`src/rtl/sfr_pkg.sv`:
```
// ----------------------------------------------------------------------------
// sfr_pkg
// Shared widths, register codes and beat types of the stream find and
// replace unit.
// ----------------------------------------------------------------------------
package sfr_pkg;

	localparam int BYTE_W    = 8;
	localparam int WORD_W    = 64;
	localparam int LEN_W     = 4;
	localparam int CFG_IDX_W = 2;

	localparam int DEF_MAX_PATTERN     = 8;
	localparam int DEF_MAX_REPLACEMENT = 8;

	localparam logic [BYTE_W-1:0] NEWLINE = 8'd10;

	typedef enum logic [CFG_IDX_W-1:0] {
		REG_PATTERN_BYTES      = 2'd0,
		REG_PATTERN_LENGTH     = 2'd1,
		REG_REPLACEMENT_BYTES  = 2'd2,
		REG_REPLACEMENT_LENGTH = 2'd3
	} cfg_reg_t;

	// one queued result beat
	typedef struct packed {
		logic [BYTE_W-1:0] data;
		logic              last;
	} emit_t;

	// control shared by all window cells
	typedef struct packed {
		logic             load;
		logic [LEN_W-1:0] shift;
		logic [LEN_W-1:0] plen;
	} win_ctl_t;

	// per-cell control of the output queue
	typedef struct packed {
		logic pop;
		logic take;
		logic from_prev;
	} emit_ctl_t;

endpackage

```
`src/rtl/sfr_feed_if.sv`:
```
// ----------------------------------------------------------------------------
// sfr_feed_if
// Text byte channel: valid/ready handshake with one byte and a final flag.
// ----------------------------------------------------------------------------
interface sfr_feed_if;
	logic                      valid;
	logic                      ready;
	logic [sfr_pkg::BYTE_W-1:0] data_byte;
	logic                      final_byte;

	modport source (output valid, data_byte, final_byte, input ready);
	modport sink   (input valid, data_byte, final_byte, output ready);
endinterface

```
`src/rtl/sfr_result_if.sv`:
```
// ----------------------------------------------------------------------------
// sfr_result_if
// Rewritten text channel: valid/ready handshake with one byte and a flag on
// the last beat caused by an input byte.
// ----------------------------------------------------------------------------
interface sfr_result_if;
	logic                      valid;
	logic                      ready;
	logic [sfr_pkg::BYTE_W-1:0] out_byte;
	logic                      run_last;

	modport source (output valid, out_byte, run_last, input ready);
	modport sink   (input valid, out_byte, run_last, output ready);
endinterface

```
`src/rtl/sfr_win_cell.sv`:
```
// ----------------------------------------------------------------------------
// sfr_win_cell
// One slot of the pending window: holds a byte, compares it against its
// pattern byte and takes its next byte from the extended window.
// ----------------------------------------------------------------------------
module sfr_win_cell #(
	parameter int IDX   = 0,
	parameter int EXT_N = sfr_pkg::DEF_MAX_PATTERN
) (
	input  logic                                  clk,
	input  sfr_pkg::win_ctl_t                     ctl,
	input  logic [EXT_N-1:0][sfr_pkg::BYTE_W-1:0] ext,
	input  logic [sfr_pkg::BYTE_W-1:0]            pat_byte,
	output logic [sfr_pkg::BYTE_W-1:0]            held,
	output logic                                  ok
);

	localparam int LW = sfr_pkg::LEN_W;

	logic [sfr_pkg::BYTE_W-1:0] byte_q;
	logic [sfr_pkg::BYTE_W-1:0] nxt;
	logic [LW-1:0]              sel;

	// slot takes the byte that sits shift places further along
	always_comb begin
		sel = LW'(IDX) + ctl.shift;
		nxt = byte_q;
		for (int k = 0; k < EXT_N; k++) begin
			if (LW'(k) == sel) begin
				nxt = ext[k];
			end
		end
	end

	always_ff @(posedge clk) begin
		if (ctl.load) begin
			byte_q <= nxt;
		end
	end

	// slots past the pattern prefix never veto a match
	assign ok   = (LW'(IDX + 1) >= ctl.plen) || (byte_q == pat_byte);
	assign held = byte_q;

endmodule

```
`src/rtl/sfr_emit_cell.sv`:
```
// ----------------------------------------------------------------------------
// sfr_emit_cell
// One slot of the output queue: loads a new result beat or shifts toward
// the head when the head beat leaves.
// ----------------------------------------------------------------------------
module sfr_emit_cell (
	input  logic               clk,
	input  sfr_pkg::emit_ctl_t ctl,
	input  sfr_pkg::emit_t     own,
	input  sfr_pkg::emit_t     prev,
	input  sfr_pkg::emit_t     upstream,
	output sfr_pkg::emit_t     head
);

	sfr_pkg::emit_t entry_q;

	always_ff @(posedge clk) begin
		if (ctl.take) begin
			entry_q <= ctl.from_prev ? prev : own;
		end else if (ctl.pop) begin
			entry_q <= upstream;
		end
	end

	assign head = entry_q;

endmodule

```
`src/rtl/stream_find_and_replace_unit.sv`:
```
// ----------------------------------------------------------------------------
// stream_find_and_replace_unit
// Replaces every leftmost, non-overlapping occurrence of a pattern in a byte
// stream with a replacement; matches never cross a newline.
// ----------------------------------------------------------------------------
//  channel  | dir | beat payload              | notes
//  ---------+-----+---------------------------+------------------------------
//  feed     | in  | data_byte[7:0], final_byte| one text byte per beat
//  result   | out | out_byte[7:0], run_last   | 0..MAX_OUT beats per feed beat
//  cfg      | in  | cfg_index, cfg_data[63:0] | write on cfg_we, no read-back
//
//  A feed beat is decided in the cycle it is taken; its results are registered
//  into the output queue behind any beat that stays and leave it one beat per
//  cycle while result.ready holds. A feed beat is taken whenever at most one
//  result beat is still queued, so bytes that cause one result each flow at one
//  per cycle while result.ready holds; more results per byte hold the feed.
//  Reset clears the window count, the queue count and the configuration registers; no sweep.
//  Result stalls fill the queue and then hold the feed.
// ----------------------------------------------------------------------------
module stream_find_and_replace_unit #(
	parameter int MAX_PATTERN     = sfr_pkg::DEF_MAX_PATTERN,
	parameter int MAX_REPLACEMENT = sfr_pkg::DEF_MAX_REPLACEMENT
) (
	input  logic                           clk,
	input  logic                           arst_n,
	sfr_feed_if.sink                       feed,
	sfr_result_if.source                   result,
	input  logic                           cfg_we,
	input  logic [sfr_pkg::CFG_IDX_W-1:0]  cfg_index,
	input  logic [sfr_pkg::WORD_W-1:0]     cfg_data
);

	localparam int LW        = sfr_pkg::LEN_W;
	localparam int BW        = sfr_pkg::BYTE_W;
	localparam int WIN_DEPTH = (MAX_PATTERN > 1) ? MAX_PATTERN - 1 : 1;
	localparam int RPL_DEPTH = (MAX_REPLACEMENT > 0) ? MAX_REPLACEMENT : 1;
	localparam int MAX_OUT   = (MAX_PATTERN > MAX_REPLACEMENT) ? MAX_PATTERN : MAX_REPLACEMENT;
	localparam int QD        = MAX_OUT + 1;
	localparam int PC_W      = $clog2(WIN_DEPTH + 1);
	localparam int QC_W      = $clog2(QD + 1);

	// configuration
	logic [MAX_PATTERN-1:0][BW-1:0] pat_q;
	logic [RPL_DEPTH-1:0][BW-1:0]   rpl_q;
	logic [LW-1:0]                  plen_q;
	logic [LW-1:0]                  rlen_q;
	logic [LW-1:0]                  wlen;
	logic [LW-1:0]                  plen_wr;
	logic [LW-1:0]                  rlen_wr;

	// window
	logic [PC_W-1:0]                cnt_q;
	logic [LW-1:0]                  cnt_w;
	logic [WIN_DEPTH-1:0][BW-1:0]   win_held;
	logic [WIN_DEPTH-1:0]           win_ok;
	logic [MAX_PATTERN-1:0][BW-1:0] ext;
	logic [BW-1:0]                  pat_last;
	sfr_pkg::win_ctl_t              win_ctl;

	logic          accept;
	logic          pop;
	logic          is_nl;
	logic          hit;
	logic [LW-1:0] c1;
	logic [LW-1:0] keep;
	logic [LW-1:0] pops;
	logic [LW-1:0] n;

	// result list of the current byte
	logic [MAX_OUT-1:0][BW-1:0]       ext_o;
	logic [MAX_OUT-1:0][BW-1:0]       rpl_o;
	sfr_pkg::emit_t [MAX_OUT-1:0]     list_e;

	// output queue
	logic [QC_W-1:0]                  qcnt_q;
	logic                             base;
	sfr_pkg::emit_t [QD-1:0]          q_head;

	assign accept = feed.valid && feed.ready;
	assign pop    = result.valid && result.ready;
	assign is_nl  = (feed.data_byte == sfr_pkg::NEWLINE);

	// ---------------- configuration ----------------

	assign wlen    = cfg_data[LW-1:0];
	assign plen_wr = (wlen == '0) ? LW'(1) :
		(wlen > LW'(MAX_PATTERN)) ? LW'(MAX_PATTERN) : wlen;
	assign rlen_wr = (wlen > LW'(MAX_REPLACEMENT)) ? LW'(MAX_REPLACEMENT) : wlen;

	always_ff @(posedge clk or negedge arst_n) begin
		if (!arst_n) begin
			pat_q  <= '0;
			rpl_q  <= '0;
			plen_q <= LW'(1);
			rlen_q <= '0;
		end else if (cfg_we) begin
			case (sfr_pkg::cfg_reg_t'(cfg_index))
				sfr_pkg::REG_PATTERN_BYTES: begin
					pat_q <= cfg_data[BW*MAX_PATTERN-1:0];
				end
				sfr_pkg::REG_PATTERN_LENGTH: begin
					plen_q <= plen_wr;
				end
				sfr_pkg::REG_REPLACEMENT_BYTES: begin
					rpl_q <= cfg_data[BW*RPL_DEPTH-1:0];
				end
				sfr_pkg::REG_REPLACEMENT_LENGTH: begin
					rlen_q <= rlen_wr;
				end
				default: begin
				end
			endcase
		end
	end

	// ---------------- window cells ----------------

	assign cnt_w = LW'(cnt_q);

	// window with the incoming byte appended after the pending ones
	for (genvar j = 0; j < MAX_PATTERN; j++) begin : g_ext
		if (j < WIN_DEPTH) begin : g_win
			assign ext[j] = (LW'(j) < cnt_w) ? win_held[j] : feed.data_byte;
		end else begin : g_tail
			assign ext[j] = feed.data_byte;
		end
	end

	always_comb begin
		pat_last = '0;
		for (int k = 0; k < MAX_PATTERN; k++) begin
			if (LW'(k) == plen_q - LW'(1)) begin
				pat_last = pat_q[k];
			end
		end
	end

	assign hit = !is_nl && (cnt_w == plen_q - LW'(1)) &&
		(feed.data_byte == pat_last) && (&win_ok);

	assign c1   = cnt_w + LW'(1);
	assign keep = feed.final_byte ? '0 :
		((c1 < plen_q - LW'(1)) ? c1 : plen_q - LW'(1));
	assign pops = c1 - keep;

	assign win_ctl.load  = accept && !is_nl && !hit;
	assign win_ctl.shift = pops;
	assign win_ctl.plen  = plen_q;

	for (genvar i = 0; i < WIN_DEPTH; i++) begin : g_cell
		sfr_win_cell #(
			.IDX   (i),
			.EXT_N (MAX_PATTERN)
		) u_cell (
			.clk      (clk),
			.ctl      (win_ctl),
			.ext      (ext),
			.pat_byte (pat_q[i]),
			.held     (win_held[i]),
			.ok       (win_ok[i])
		);
	end

	always_ff @(posedge clk or negedge arst_n) begin
		if (!arst_n) begin
			cnt_q <= '0;
		end else if (accept) begin
			cnt_q <= (is_nl || hit) ? '0 : PC_W'(keep);
		end
	end

	// ---------------- result list ----------------

	for (genvar j = 0; j < MAX_OUT; j++) begin : g_src
		if (j < MAX_PATTERN) begin : g_e
			assign ext_o[j] = ext[j];
		end else begin : g_eb
			assign ext_o[j] = feed.data_byte;
		end
		if (j < RPL_DEPTH) begin : g_r
			assign rpl_o[j] = rpl_q[j];
		end else begin : g_rz
			assign rpl_o[j] = '0;
		end
	end

	always_comb begin
		if (is_nl) begin
			n = cnt_w + LW'(!feed.final_byte);
		end else if (hit) begin
			n = rlen_q;
		end else begin
			n = pops;
		end
		for (int j = 0; j < MAX_OUT; j++) begin
			if (is_nl) begin
				list_e[j].data = (LW'(j) < cnt_w) ? ext_o[j] : sfr_pkg::NEWLINE;
			end else if (hit) begin
				list_e[j].data = rpl_o[j];
			end else begin
				list_e[j].data = ext_o[j];
			end
			list_e[j].last = (LW'(j) + LW'(1) == n);
		end
	end

	// ---------------- output queue ----------------

	assign feed.ready   = (qcnt_q <= QC_W'(1));
	assign result.valid = (qcnt_q != '0);

	// new beats go behind a head beat that stays
	assign base = (qcnt_q != '0) && !pop;

	for (genvar i = 0; i < QD; i++) begin : g_q
		sfr_pkg::emit_ctl_t qc;
		sfr_pkg::emit_t     own_e;
		sfr_pkg::emit_t     prev_e;
		sfr_pkg::emit_t     up_e;
		logic               in_rng;

		if (i < MAX_OUT) begin : g_own
			assign own_e = list_e[i];
		end else begin : g_own0
			assign own_e = '0;
		end
		if (i > 0) begin : g_prev
			assign prev_e = list_e[i-1];
			assign in_rng = base ? (LW'(i) <= n) : (LW'(i) < n);
		end else begin : g_prev0
			assign prev_e = '0;
			assign in_rng = !base && (n != '0);
		end
		if (i + 1 < QD) begin : g_up
			assign up_e = q_head[i+1];
		end else begin : g_up0
			assign up_e = '0;
		end

		assign qc.pop       = pop;
		assign qc.take      = accept && in_rng;
		assign qc.from_prev = base;

		sfr_emit_cell u_slot (
			.clk      (clk),
			.ctl      (qc),
			.own      (own_e),
			.prev     (prev_e),
			.upstream (up_e),
			.head     (q_head[i])
		);
	end

	always_ff @(posedge clk or negedge arst_n) begin
		if (!arst_n) begin
			qcnt_q <= '0;
		end else begin
			qcnt_q <= qcnt_q - QC_W'(pop) + (accept ? QC_W'(n) : '0);
		end
	end

	assign result.out_byte = q_head[0].data;
	assign result.run_last = q_head[0].last;

	// ---------------- assertions ----------------

	a_queue_bound: assert property (@(posedge clk) disable iff (!arst_n)
		qcnt_q <= QC_W'(QD))
		else $error("output queue overfilled");

	a_window_fits: assert property (@(posedge clk) disable iff (!arst_n)
		accept && !cfg_we |=> (LW'(cnt_q) < plen_q))
		else $error("window longer than pattern prefix after a byte");

	a_run_tail: assert property (@(posedge clk) disable iff (!arst_n)
		result.valid && !result.run_last |-> qcnt_q > QC_W'(1))
		else $error("run of results cut short in the queue");

endmodule
```
`src/flat_wrapper.sv`:
```
// flat-port wrapper written by rule: the top's interface ports become plain ports
module stream_find_and_replace_unit_flat 
#(
	parameter int MAX_PATTERN     = sfr_pkg::DEF_MAX_PATTERN,
	parameter int MAX_REPLACEMENT = sfr_pkg::DEF_MAX_REPLACEMENT
)
  (clk, arst_n, cfg_we, cfg_index, cfg_data, feed_valid, feed_data_byte, feed_final_byte, feed_ready, result_valid, result_out_byte, result_run_last, result_ready);
  sfr_feed_if feed_i ();
  sfr_result_if result_i ();
  input  logic clk;
  input  logic arst_n;
  input  logic cfg_we;
  input  logic [sfr_pkg::CFG_IDX_W-1:0] cfg_index;
  input  logic [sfr_pkg::WORD_W-1:0] cfg_data;
  input wire logic [$bits(feed_i.valid)-1:0] feed_valid;
  input wire logic [$bits(feed_i.data_byte)-1:0] feed_data_byte;
  input wire logic [$bits(feed_i.final_byte)-1:0] feed_final_byte;
  output wire logic [$bits(feed_i.ready)-1:0] feed_ready;
  output wire logic [$bits(result_i.valid)-1:0] result_valid;
  output wire logic [$bits(result_i.out_byte)-1:0] result_out_byte;
  output wire logic [$bits(result_i.run_last)-1:0] result_run_last;
  input wire logic [$bits(result_i.ready)-1:0] result_ready;
  assign feed_i.valid = feed_valid;
  assign feed_i.data_byte = feed_data_byte;
  assign feed_i.final_byte = feed_final_byte;
  assign feed_ready = feed_i.ready;
  assign result_valid = result_i.valid;
  assign result_out_byte = result_i.out_byte;
  assign result_run_last = result_i.run_last;
  assign result_i.ready = result_ready;
  stream_find_and_replace_unit #(.MAX_PATTERN(MAX_PATTERN), .MAX_REPLACEMENT(MAX_REPLACEMENT)) u_core (.clk(clk), .arst_n(arst_n), .feed(feed_i), .result(result_i), .cfg_we(cfg_we), .cfg_index(cfg_index), .cfg_data(cfg_data));
endmodule
```
`config.mk`:
```
export PLATFORM = sky130hd
export DESIGN_NAME = stream_find_and_replace_unit_flat
export DESIGN_NICKNAME = d
export VERILOG_FILES = /design/src/rtl/sfr_pkg.sv /design/src/rtl/sfr_feed_if.sv /design/src/rtl/sfr_result_if.sv /design/src/rtl/sfr_win_cell.sv /design/src/rtl/sfr_emit_cell.sv /design/src/rtl/stream_find_and_replace_unit.sv /design/src/flat_wrapper.sv
export SDC_FILE = /design/constraint.sdc
export NUM_CORES = 1
export LEC_CHECK = 0
export CAP_MARGIN = 10
export CORE_ASPECT_RATIO = 1.5
export CORE_MARGIN = 2
export CORE_UTILIZATION = 59
export CTS_CLUSTER_DIAMETER = 200
export DETAILED_ROUTE_END_ITERATION = 16
export DONT_BUFFER_PORTS = 1
export PLACE_DENSITY = 0.78
export SLEW_MARGIN = 20
export SYNTH_ARGS = -nofsm -noshare
export SYNTH_HDL_FRONTEND = slang
export SYNTH_SLANG_ARGS = --single-unit
```
`constraint.sdc`:
```
create_clock -name clk -period 6.7 [get_ports clk]
set_input_delay 2.01 -clock clk [delete_from_list [all_inputs] [get_ports clk]]
set_output_delay 2.01 -clock clk [all_outputs]
set_load 0.005 [all_outputs]
```
---- Word level (Yosys, flattened, before mapping) ----
Index checks and enable logic that the tools add are counted.
storage, ports and cells
  register bits after elaboration ......... 280
  latch bits .............................. 0
  bits in writable memories ............... 0
  bits in read-only memories .............. 0
  input bits .............................. 80
  output and inout port bits .............. 11
  word-level logic and storage cells ...... 377
  memories kept ........................... 0
cells by class
  $add $sub $neg .......................... 12
  multipliers ............................. 0
  div/mod/pow operators ................... 0
  $lt $le $gt $ge ......................... 34
  equal/unequal tests ..................... 77
  shifts and indexed selects .............. 0
  muxes and demuxes ....................... 138
  bitwise operators ....................... 0
  reductions and logical operators ........ 71
operator list
  kind                                                                              number
  8-bit two-way mux                                                                 95
  9-bit two-way mux                                                                 27
  3-bit by 4-bit == test with 1-bit output (first input constant)                   36
  2-bit by 4-bit == test with 1-bit output (first input constant)                   18
  8-bit == test                                                                     8
  8-bit nonzero test                                                                7
  1-bit by 4-bit == test with 1-bit output (first input constant)                   9
  4-bit zero test                                                                   9
  4-bit two-way mux                                                                 7
  2-bit AND reduction                                                               11
  1-bit logical AND                                                                 18
  2-bit nonzero test                                                                9
  3-bit by 4-bit >= comparator with 1-bit output (first input constant)             4
  3-bit by 4-bit less-or-equal comparator with 1-bit output (first input constant)  4
  3-bit by 4-bit less-than comparator with 1-bit output (first input constant)      4
  3-bit by 4-bit adder with 4-bit output (first input constant)                     3
  3-bit less-than comparator (first input constant)                                 4
  2-bit by 4-bit adder with 4-bit output (first input constant)                     2
  8-bit by 4-bit == test with 1-bit output (second input constant)                  1
  2-bit by 4-bit >= comparator with 1-bit output (first input constant)             2
  2-bit by 4-bit less-or-equal comparator with 1-bit output (first input constant)  2
  1-bit logical OR                                                                  8
  2-bit by 4-bit less-than comparator with 1-bit output (first input constant)      2
  1-bit two-way mux                                                                 8
  26 further kinds                                                                  34

---- Depth between registers and ports, before layout ----
Gate-level depths: netlist (run 1).
  depth after elaboration ................. 19
  gate-level depth with buffers ........... 28
  gate-level depth less buffers ........... 23

---- Hierarchy ----
From an unflattened synthesis (run 1), not the netlist that was laid out.
unflattened totals
  cells, all modules ...................... 2192
  area total of the unflattened synthesis .. 21566.9 µm²
by module, submodules not included
  module                                   times used  cells each  area an instance (µm²)  sequential area each (µm²)
  stream_find_and_replace_unit             1           807         8948.6                  3579.7
  sfr_emit_cell                            9           40          474.2                   270.3
  sfr_win_cell at u_core.g_cell[0].u_cell  1           150         1271.2                  240.2
  sfr_win_cell at u_core.g_cell[1].u_cell  1           163         1255.0                  240.2
  sfr_win_cell at u_core.g_cell[3].u_cell  1           162         1218.7                  240.2
  sfr_win_cell at u_core.g_cell[6].u_cell  1           151         1216.2                  240.2
  sfr_win_cell at u_core.g_cell[2].u_cell  1           125         1154.9                  240.2
  sfr_win_cell at u_core.g_cell[4].u_cell  1           131         1136.1                  240.2
  sfr_win_cell at u_core.g_cell[5].u_cell  1           143         1098.6                  240.2

---- Worst setup path after synthesis (run 1) ----
OpenSTA, ideal clock, no wires.
  kind .................................... reg2reg
  start ................................... register u_core.plen_q[0]
  end ..................................... register u_core.g_cell[3].u_cell.byte_q, in the netlist u_core.g_cell[3].u_cell.held[0], data pin
  library setup time ...................... 279 ps
  arrival time ............................ 5995 ps
  required time ........................... 6421 ps
  path slack .............................. 426 ps
  cell stages (with the launch flop) ...... 27
  buffers on the path ..................... 4
  period minus slack after synthesis ...... 6274 ps
  cells stage by stage .................... dfstp_2 -> inv_1 -> ha_1 -> buf_2 -> buf_2 -> xnor2_1 -> ha_1 -> o21ai_0 -> nand2b_1 -> a21oi_1 -> mux2i_1 -> nand2_1 -> inv_1 -> ha_1 -> fa_1 -> clkbuf_1 -> clkinv_1 -> clkbuf_1 -> ha_1 -> xnor3_1 -> nor2_1 -> mux2i_1 -> a211o_1 -> a21oi_1 -> a21oi_1 -> nor2_1 -> o221ai_1
between the ends
  word-level cells in the longest chain between the ends .. 14
  elaborated cells on any way between the ends .. 20
  those cells by class .................... add/sub (3); order compare (1); eq/ne (7); mux (9)
ends and longest elaborated chain
  what                                             RTL line                             RTL
  start: declaration                               stream_find_and_replace_unit.sv:45   logic [LW-1:0] plen_q;
  start signal: assignment                         stream_find_and_replace_unit.sv:102  plen_q <= plen_wr;
  4-bit by 1-bit subtractor with 4-bit output (*)  stream_find_and_replace_unit.sv:143  ((c1 < plen_q - LW'(1)) ? c1 : plen_q - LW'(1));
  4-bit less-than comparator                       stream_find_and_replace_unit.sv:143
  4-bit two-way mux (*)                            stream_find_and_replace_unit.sv:143
  4-bit two-way mux (*)                            stream_find_and_replace_unit.sv:142  assign keep = feed.final_byte ? '0 :
  4-bit subtractor (*)                             stream_find_and_replace_unit.sv:144  assign pops = c1 - keep;
  2-bit by 4-bit adder with 4-bit output (*)       sfr_win_cell.sv:26                   sel = LW'(IDX) + ctl.shift;
  1-bit by 4-bit == test with 1-bit output         sfr_win_cell.sv:29                   if (LW'(k) == sel) begin
  8-bit two-way mux (6 in a row)                   sfr_win_cell.sv:29
  8-bit two-way mux (*)                            sfr_win_cell.sv:29
  named net u_core.g_cell[3].u_cell.nxt, one bit   sfr_win_cell.sv:21                   logic [sfr_pkg::BYTE_W-1:0] nxt;
  end signal: assignment                           sfr_win_cell.sv:37                   byte_q <= nxt;
  end: declaration                                 sfr_win_cell.sv:20                   logic [sfr_pkg::BYTE_W-1:0] byte_q;
The timed path passes the listed nets; every way through them passes the cells marked *.
A chain may end at the register's enable or synchronous reset.

---- Worst setup path after layout (run 1) ----
  start ................................... register u_core.plen_q[0]
  end ..................................... register u_core.g_cell[6].u_cell.byte_q, in the netlist u_core.g_cell[6].u_cell.held[1], data pin
between the ends
  word-level cells in the longest chain between the ends .. 14
  elaborated cells on any way between the ends .. 20
  those cells by class .................... add/sub (3); order compare (1); eq/ne (7); mux (9)
ends and longest elaborated chain
  what                                             RTL line
  4-bit by 1-bit subtractor with 4-bit output (*)  stream_find_and_replace_unit.sv:143
  4-bit less-than comparator                       stream_find_and_replace_unit.sv:143
  4-bit two-way mux (*)                            stream_find_and_replace_unit.sv:143
  4-bit two-way mux (*)                            stream_find_and_replace_unit.sv:142
  4-bit subtractor (*)                             stream_find_and_replace_unit.sv:144
  3-bit by 4-bit adder with 4-bit output (*)       sfr_win_cell.sv:26
  1-bit by 4-bit == test with 1-bit output         sfr_win_cell.sv:29
  8-bit two-way mux (6 in a row)                   sfr_win_cell.sv:29
  8-bit two-way mux (*)                            sfr_win_cell.sv:29
  named net u_core.g_cell[6].u_cell.nxt, one bit   sfr_win_cell.sv:21
  end signal: assignment                           sfr_win_cell.sv:37
  end: declaration                                 sfr_win_cell.sv:20
Marked as above.

==> results.cfg, run 1 <==
[status]
status = complete, no violations

[setup_path]
arrival_ns = 6.60
crit_path_start_kind = register
crit_chain = inv_1 -> ha_1 -> ha_1 -> nor2b_1 -> o21ai_0 -> nand2b_1 -> a21oi_1 -> mux2i_1 -> nand2_1 -> inv_1 -> ha_1 -> fa_1 -> xnor2_1 -> inv_1 -> ha_1 -> xnor2_1 -> nor2b_1 -> nand3_1 -> mux2i_1 -> mux2_2 -> o21ai_0
cp_top_family = adder cells
slowest_delay_ns = 0.63
worstPathRequired_ns = 7.03
critPathKind = register to register
crit_buf_inv = 3
cp-end-kind = register
slowest_stage = dfstp_2
cp-startpoint = u_core.plen_q[0]
path_common_cell = ha_1
r2r_start = u_core.plen_q[0]
path_max_fanout = 10

[synth]
synth-edff-count = 137
synth_area_leaders = edfxtp_1 (21%), dfrtp_1 (18%), mux2_2 (13%), mux2i_1 (9.4%), nand2_1 (4.4%)
async_reset_ff_share_pct = 51.1
yosysMostFrequentCell = nand2_1
netlist_area_mm2 = 0.0198
avgSynthCellArea_um2 = 9.55
synthesis.nets = 2182
ys_types = 81
synth_warnings = 0
synth-main-ff-cell = dfrtp_1
synth_top_cell_area_share_pct = 20.8
ys_seq_area_share_pct = 38.9
synth_cells = 2073
ys_top_cells_by_count = nand2_1 (230), mux2_2 (229), mux2i_1 (185), nor2_1 (171), dfrtp_1 (142)
ys_seq_elements = 280
yosys.area.top_type = edfxtp_1

[floorplanning]
die_w_um = 154
rows = 82
start_util_pct = 59.5
die_area_mm2 = 0.0351
die_y_um = 228
core_mm2 = 0.0332
io_pins = 91

[grt]
grt_remaining_overflow = 0
grt_first_pass_wirelength_um = 118000
track_usage_pct = 46.2
grt_pass1_vias = 17100
antenna_found_initial = 1
grt_max_degree = 144

[clock_tree]
cts_inserted_buffers = 27
cts_hold_buf = 0
htree_num_levels = 1
post-cts-setup-buffers = 0
clockRootBuffer = clkbuf_16
cts_tree = built
cts.sinks = 280
cts.path.max_buffers = 3
clk_pin_slew_ns = 0.07
postCtsResizedCells = 0
insertion_delay_ns = 0.59

[detailed_routing]
num_vias = 17400
drt-initial-drc-count = 2110
first_pass_iters = 8
routed_wl_um = 82000
viasPerCell = 7.09
wire_per_inst_um = 33.3
drc = 0
ant_nets = 0

[sta]
finalHoldViolCount = 0
grt_setup_unrepaired = false
maxSlewHeadroom_pct = 16.1
tightest_slew_ns = 1.23
setup_violations = 0
setup-tns-final_ns = 0
fin_crit_sh_pct = 93.5
finClkSkew_ns = 0.0162
max_freq_mhz = 160
layout_min_cycle_time_ns = 6.26
final_max_slew_viol_count = 0

[placed_design]
port_buffers = 0
globalplace.congestion = 1.11
dp_hpwl_um = 61700

[finish]
final_net_count = 2126
drive_gt1_share_pct = 18.4
syn2layout_area_growth_pct = 7.17

[worst_hold_path]
hp-start = u_core.rpl_o[7]
hold_class = register to register

[run]
drv_cap = 0
stage by stage:
| step | instances | hold slack [ns] | util [%] | setup WS (ns) | instance area, µm² |
|---|---|---|---|---|---|
| final | 2460 | 0.550 | 63.8 | 0.437 | 21200 |
| after global routing | 2460 | 0.549 | 63.8 | 0.113 | 21200 |
| after CTS | 2458 | 0.547 | 63.7 | 0.572 | 21200 |
| after detailed placement | 2408 | 0.524 | 61.1 | 0.558 | 20300 |
| after global placement | 2408 | 0.519 | 61.0 | 0.715 | 20300 |
| after floorplan | 2073 | 0.442 | - | 0.426 | 19800 |
cell families after synthesis:
family | count (synthesis) | share of synthesized area (%)
AND/OR/NAND/NOR | 579 | 13.2
flip-flops | 280 | 38.9
multiplexers | 420 | 22.7
AO/OA/AOI/OAI | 502 | 16.0
buffers and inverters | 186 | 3.70
XOR/XNOR | 77 | 3.55
adder cells (fa/ha/maj) | 29 | 1.91
layout by cell type (no fill, tap or decap), types with 7 or more instances in the layout:
cell type	Yosys	layout
mux2i_1	185	170
xnor2_1	18	18
o22ai_1	15	15
nor2_1	171	169
o31ai_1	7	7
nor3_1	17	17
buf_4	2	64
o21a_1	10	10
edfxtp_1	137	137
xor2_1	57	57
clkbuf_16	0	27
mux2i_2	0	9
dfrtp_1	142	142
o221ai_1	11	11
o21ai_0	127	127
nor2b_1	17	17
ha_1	27	27
a211o_1	12	12
and2_1	7	7
nand3_1	50	50
inv_1	35	35
a21o_1	8	8
a31oi_1	21	21
nand2b_1	20	19
nand2_1	230	229
o211ai_1	76	76
nor4_1	18	18
or3_1	7	7
clkinv_2	0	7
a21oi_1	141	140
a211oi_1	27	27
mux2_2	229	229
area by class of cell:
type	instances	area, µm²
fillers	2771	12000
multi-input cells	1607	11500
flip-flops and latches	280	7690
clock buffers	35	729
well taps	420	526
repair buffers	64	480
inverters	37	139
clock inverters	15	128
diodes	2	5.00
final timing paths:
check	endpoint	slack (ns)	depth (start not counted)
worst min-delay path	u_core.rpl_o[7]	0.55	1
worst min register to register	u_core.rpl_o[7]	0.55	1
max in group asynchronous	u_core.rpl_o[49]	5.35	0
worst max register to register	u_core.g_cell[6].u_cell.held[1]	0.44	21
worst max-delay path	u_core.g_cell[6].u_cell.held[1]	0.44	21
min in group asynchronous	u_core.pat_q[15]	1.11	0
routing by layer:
metal  routed length, µm  track usage (%)  part of all wire [%]
met1               26900             51.1                    33
met2               37700             74.1                    46
met3                8040             10.4                   9.8
met4                9270             41.0                    11
met5                   0                0                     0
sequential cells by signal, indices dropped and copies added, names as in the netlist:
register and flops:
u_core.g_q.u_slot.head 81, u_core.pat_q 64, u_core.rpl_o 64, u_core.g_cell.u_cell.held 56
u_core.plen_q 4, u_core.qcnt_q 4, u_core.rlen_q 4, u_core.cnt_q 3
Power of run 1 is not shown: default switching activity piles up to over one toggle a cycle in this logic, so the estimate is an artifact.
==> inputs of run 2 (changes only) <==
CORE_UTILIZATION = 65   (was 59)
PLACE_DENSITY = 0.81   (was 0.78)
clock period = 6.98 ns   (was 6.7 ns; I/O delays follow)
==> run 2 against run 1 <==
  * Worst hold slack lost 0.030 ns
  * Global-route usage grew 5.4 points
  * Die area is 9.0% lower
  * Clock skew up 0.0083 ns
  * Final area barely moved
  * Critical path type unchanged
  * Critical endpoint is now u_core.g_q[2].u_slot.head[8]
==> results.cfg, run 2 (same netlist as run 1, synthesis figures left out) <==
[sta]
layout_min_cycle_time_ns = 6.36
final_max_slew_viol_count = 0
tightest_slew_ns = 1.30
finClkSkew_ns = 0.0245
setup-tns-final_ns = 0
setup_violations = 0
max_freq_mhz = 157
maxSlewHeadroom_pct = 11.9
grt_setup_unrepaired = false
fin_crit_sh_pct = 91.2
finalHoldViolCount = 0

[setup_path]
slowest_stage = dfstp_2
path_common_cell = nand2_1
slowest_delay_ns = 0.63
critPathKind = register to register
worstPathRequired_ns = 7.18
cp_top_family = simple AND/OR/NAND/NOR gates
path_max_fanout = 11
crit_buf_inv = 1
cp-end-kind = register
crit_path_start_kind = register
arrival_ns = 6.56
crit_chain = inv_1 -> ha_1 -> ha_1 -> nor2b_1 -> o21ai_0 -> nand2b_1 -> a21oi_1 -> nand2_1 -> o21ai_0 -> nand2_1 -> ha_1 -> nor2b_1 -> o21a_1 -> o21ai_0 -> nand2_1 -> nand2_1 -> o22ai_1 -> or3_1 -> a21oi_2 -> o21bai_1 -> nand2b_1

[finish]
largest_reg_flops = 81
drive_gt1_share_pct = 18.1
most-common-layout-cells = nand2_1 (229), mux2_2 (229), mux2i_1 (172), nor2_1 (169), dfrtp_1 (142)
syn2layout_area_growth_pct = 7.09
final_net_count = 2122

[floorplanning]
rows = 78
start_util_pct = 65.6
io_pins = 91
die_w_um = 146
core_mm2 = 0.0302
die_area_mm2 = 0.0319
die_y_um = 218

[run]
drv_cap = 0

[grt]
grt_pass1_vias = 17800
grt_remaining_overflow = 0
antenna_found_initial = 3
grt_first_pass_wirelength_um = 120000
grt_max_degree = 144
track_usage_pct = 51.6

[placed_design]
port_buffers = 0
dp_hpwl_um = 60900
globalplace.congestion = 1.10

[detailed_routing]
num_vias = 18100
viasPerCell = 7.45
ant_nets = 0
drc = 0
first_pass_iters = 7
routed_wl_um = 83100
wire_per_inst_um = 34.1
drt-initial-drc-count = 2067

[clock_tree]
cts.sinks = 280
insertion_delay_ns = 0.57
clk_pin_slew_ns = 0.07
cts_inserted_buffers = 26
htree_num_levels = 1
cts.path.max_buffers = 3
postCtsResizedCells = 0
post-cts-setup-buffers = 0
cts_hold_buf = 0
cts_tree = built
clockRootBuffer = clkbuf_16

[worst_hold_path]
hold_class = register to register

[status]
status = complete, no violations
-- run 2: metrics by stage --
step | cell area (µm²) | utilization (%) | instances | setup WS, ns | hold WS [ns]
2_1_floorplan | 19800 | - | 2073 | 0.706 | 0.442
3_3_place_gp | 20300 | 67.2 | 2385 | 0.883 | 0.495
3_5_place_dp | 20300 | 67.2 | 2385 | 0.704 | 0.502
4_1_cts | 21200 | 70.1 | 2433 | 0.758 | 0.517
5_1_grt | 21200 | 70.3 | 2435 | 0.227 | 0.529
6_report | 21200 | 70.3 | 2435 | 0.617 | 0.520
-- run 2: worst reg2reg max path, cell delays in order (launching register included) --
cell and delay, ns:
dfstp_2 0.63, inv_1 0.12, ha_1 0.36, ha_1 0.29, nor2b_1 0.13, o21ai_0 0.14
nand2b_1 0.08, a21oi_1 0.36, nand2_1 0.08, o21ai_0 0.08, nand2_1 0.12, ha_1 0.29
nor2b_1 0.13, o21a_1 0.22, o21ai_0 0.40, nand2_1 0.40, nand2_1 0.23, o22ai_1 0.10
or3_1 0.53, a21oi_2 0.33, o21bai_1 0.48, nand2b_1 0.49
-- run 2: metal layers --
layer | GRT usage (%) | up-vias | wire length [µm]
li1 | - | 7494 | -
met1 | 54.9 | 8529 | 25800
met2 | 82.0 | 1517 | 36900
met3 | 13.6 | 592 | 9470
met4 | 51.1 | 2 | 10900
met5 | 0 | - | 13
-- run 2: path summary, 6_finish.rpt --
kind | from | endpoint | slack [ns] | depth (start not counted)
max in group asynchronous | arst_n | u_core.plen_q[0] | 5.39 | 0
min reg2reg | u_core.pat_q[58] | u_core.pat_q[58] | 0.52 | 1
max | u_core.plen_q[0] | u_core.g_q[2].u_slot.head[8] | 0.62 | 21
max reg2reg | u_core.plen_q[0] | u_core.g_q[2].u_slot.head[8] | 0.62 | 21
min | u_core.pat_q[58] | u_core.pat_q[58] | 0.52 | 1
min in group asynchronous | arst_n | u_core.rpl_o[52] | 1.22 | 0
-- run 2: final cells by class --
type	instances	area [µm²]
clock inverter	13	140
inverter	37	139
fill	2181	8960
sequential	280	7690
clock buffer	35	747
antenna	2	5.00
timing repair buffer	61	483
multi-input combinational	1607	11500
tap	400	500
Power of run 2 is left out for the same reason.
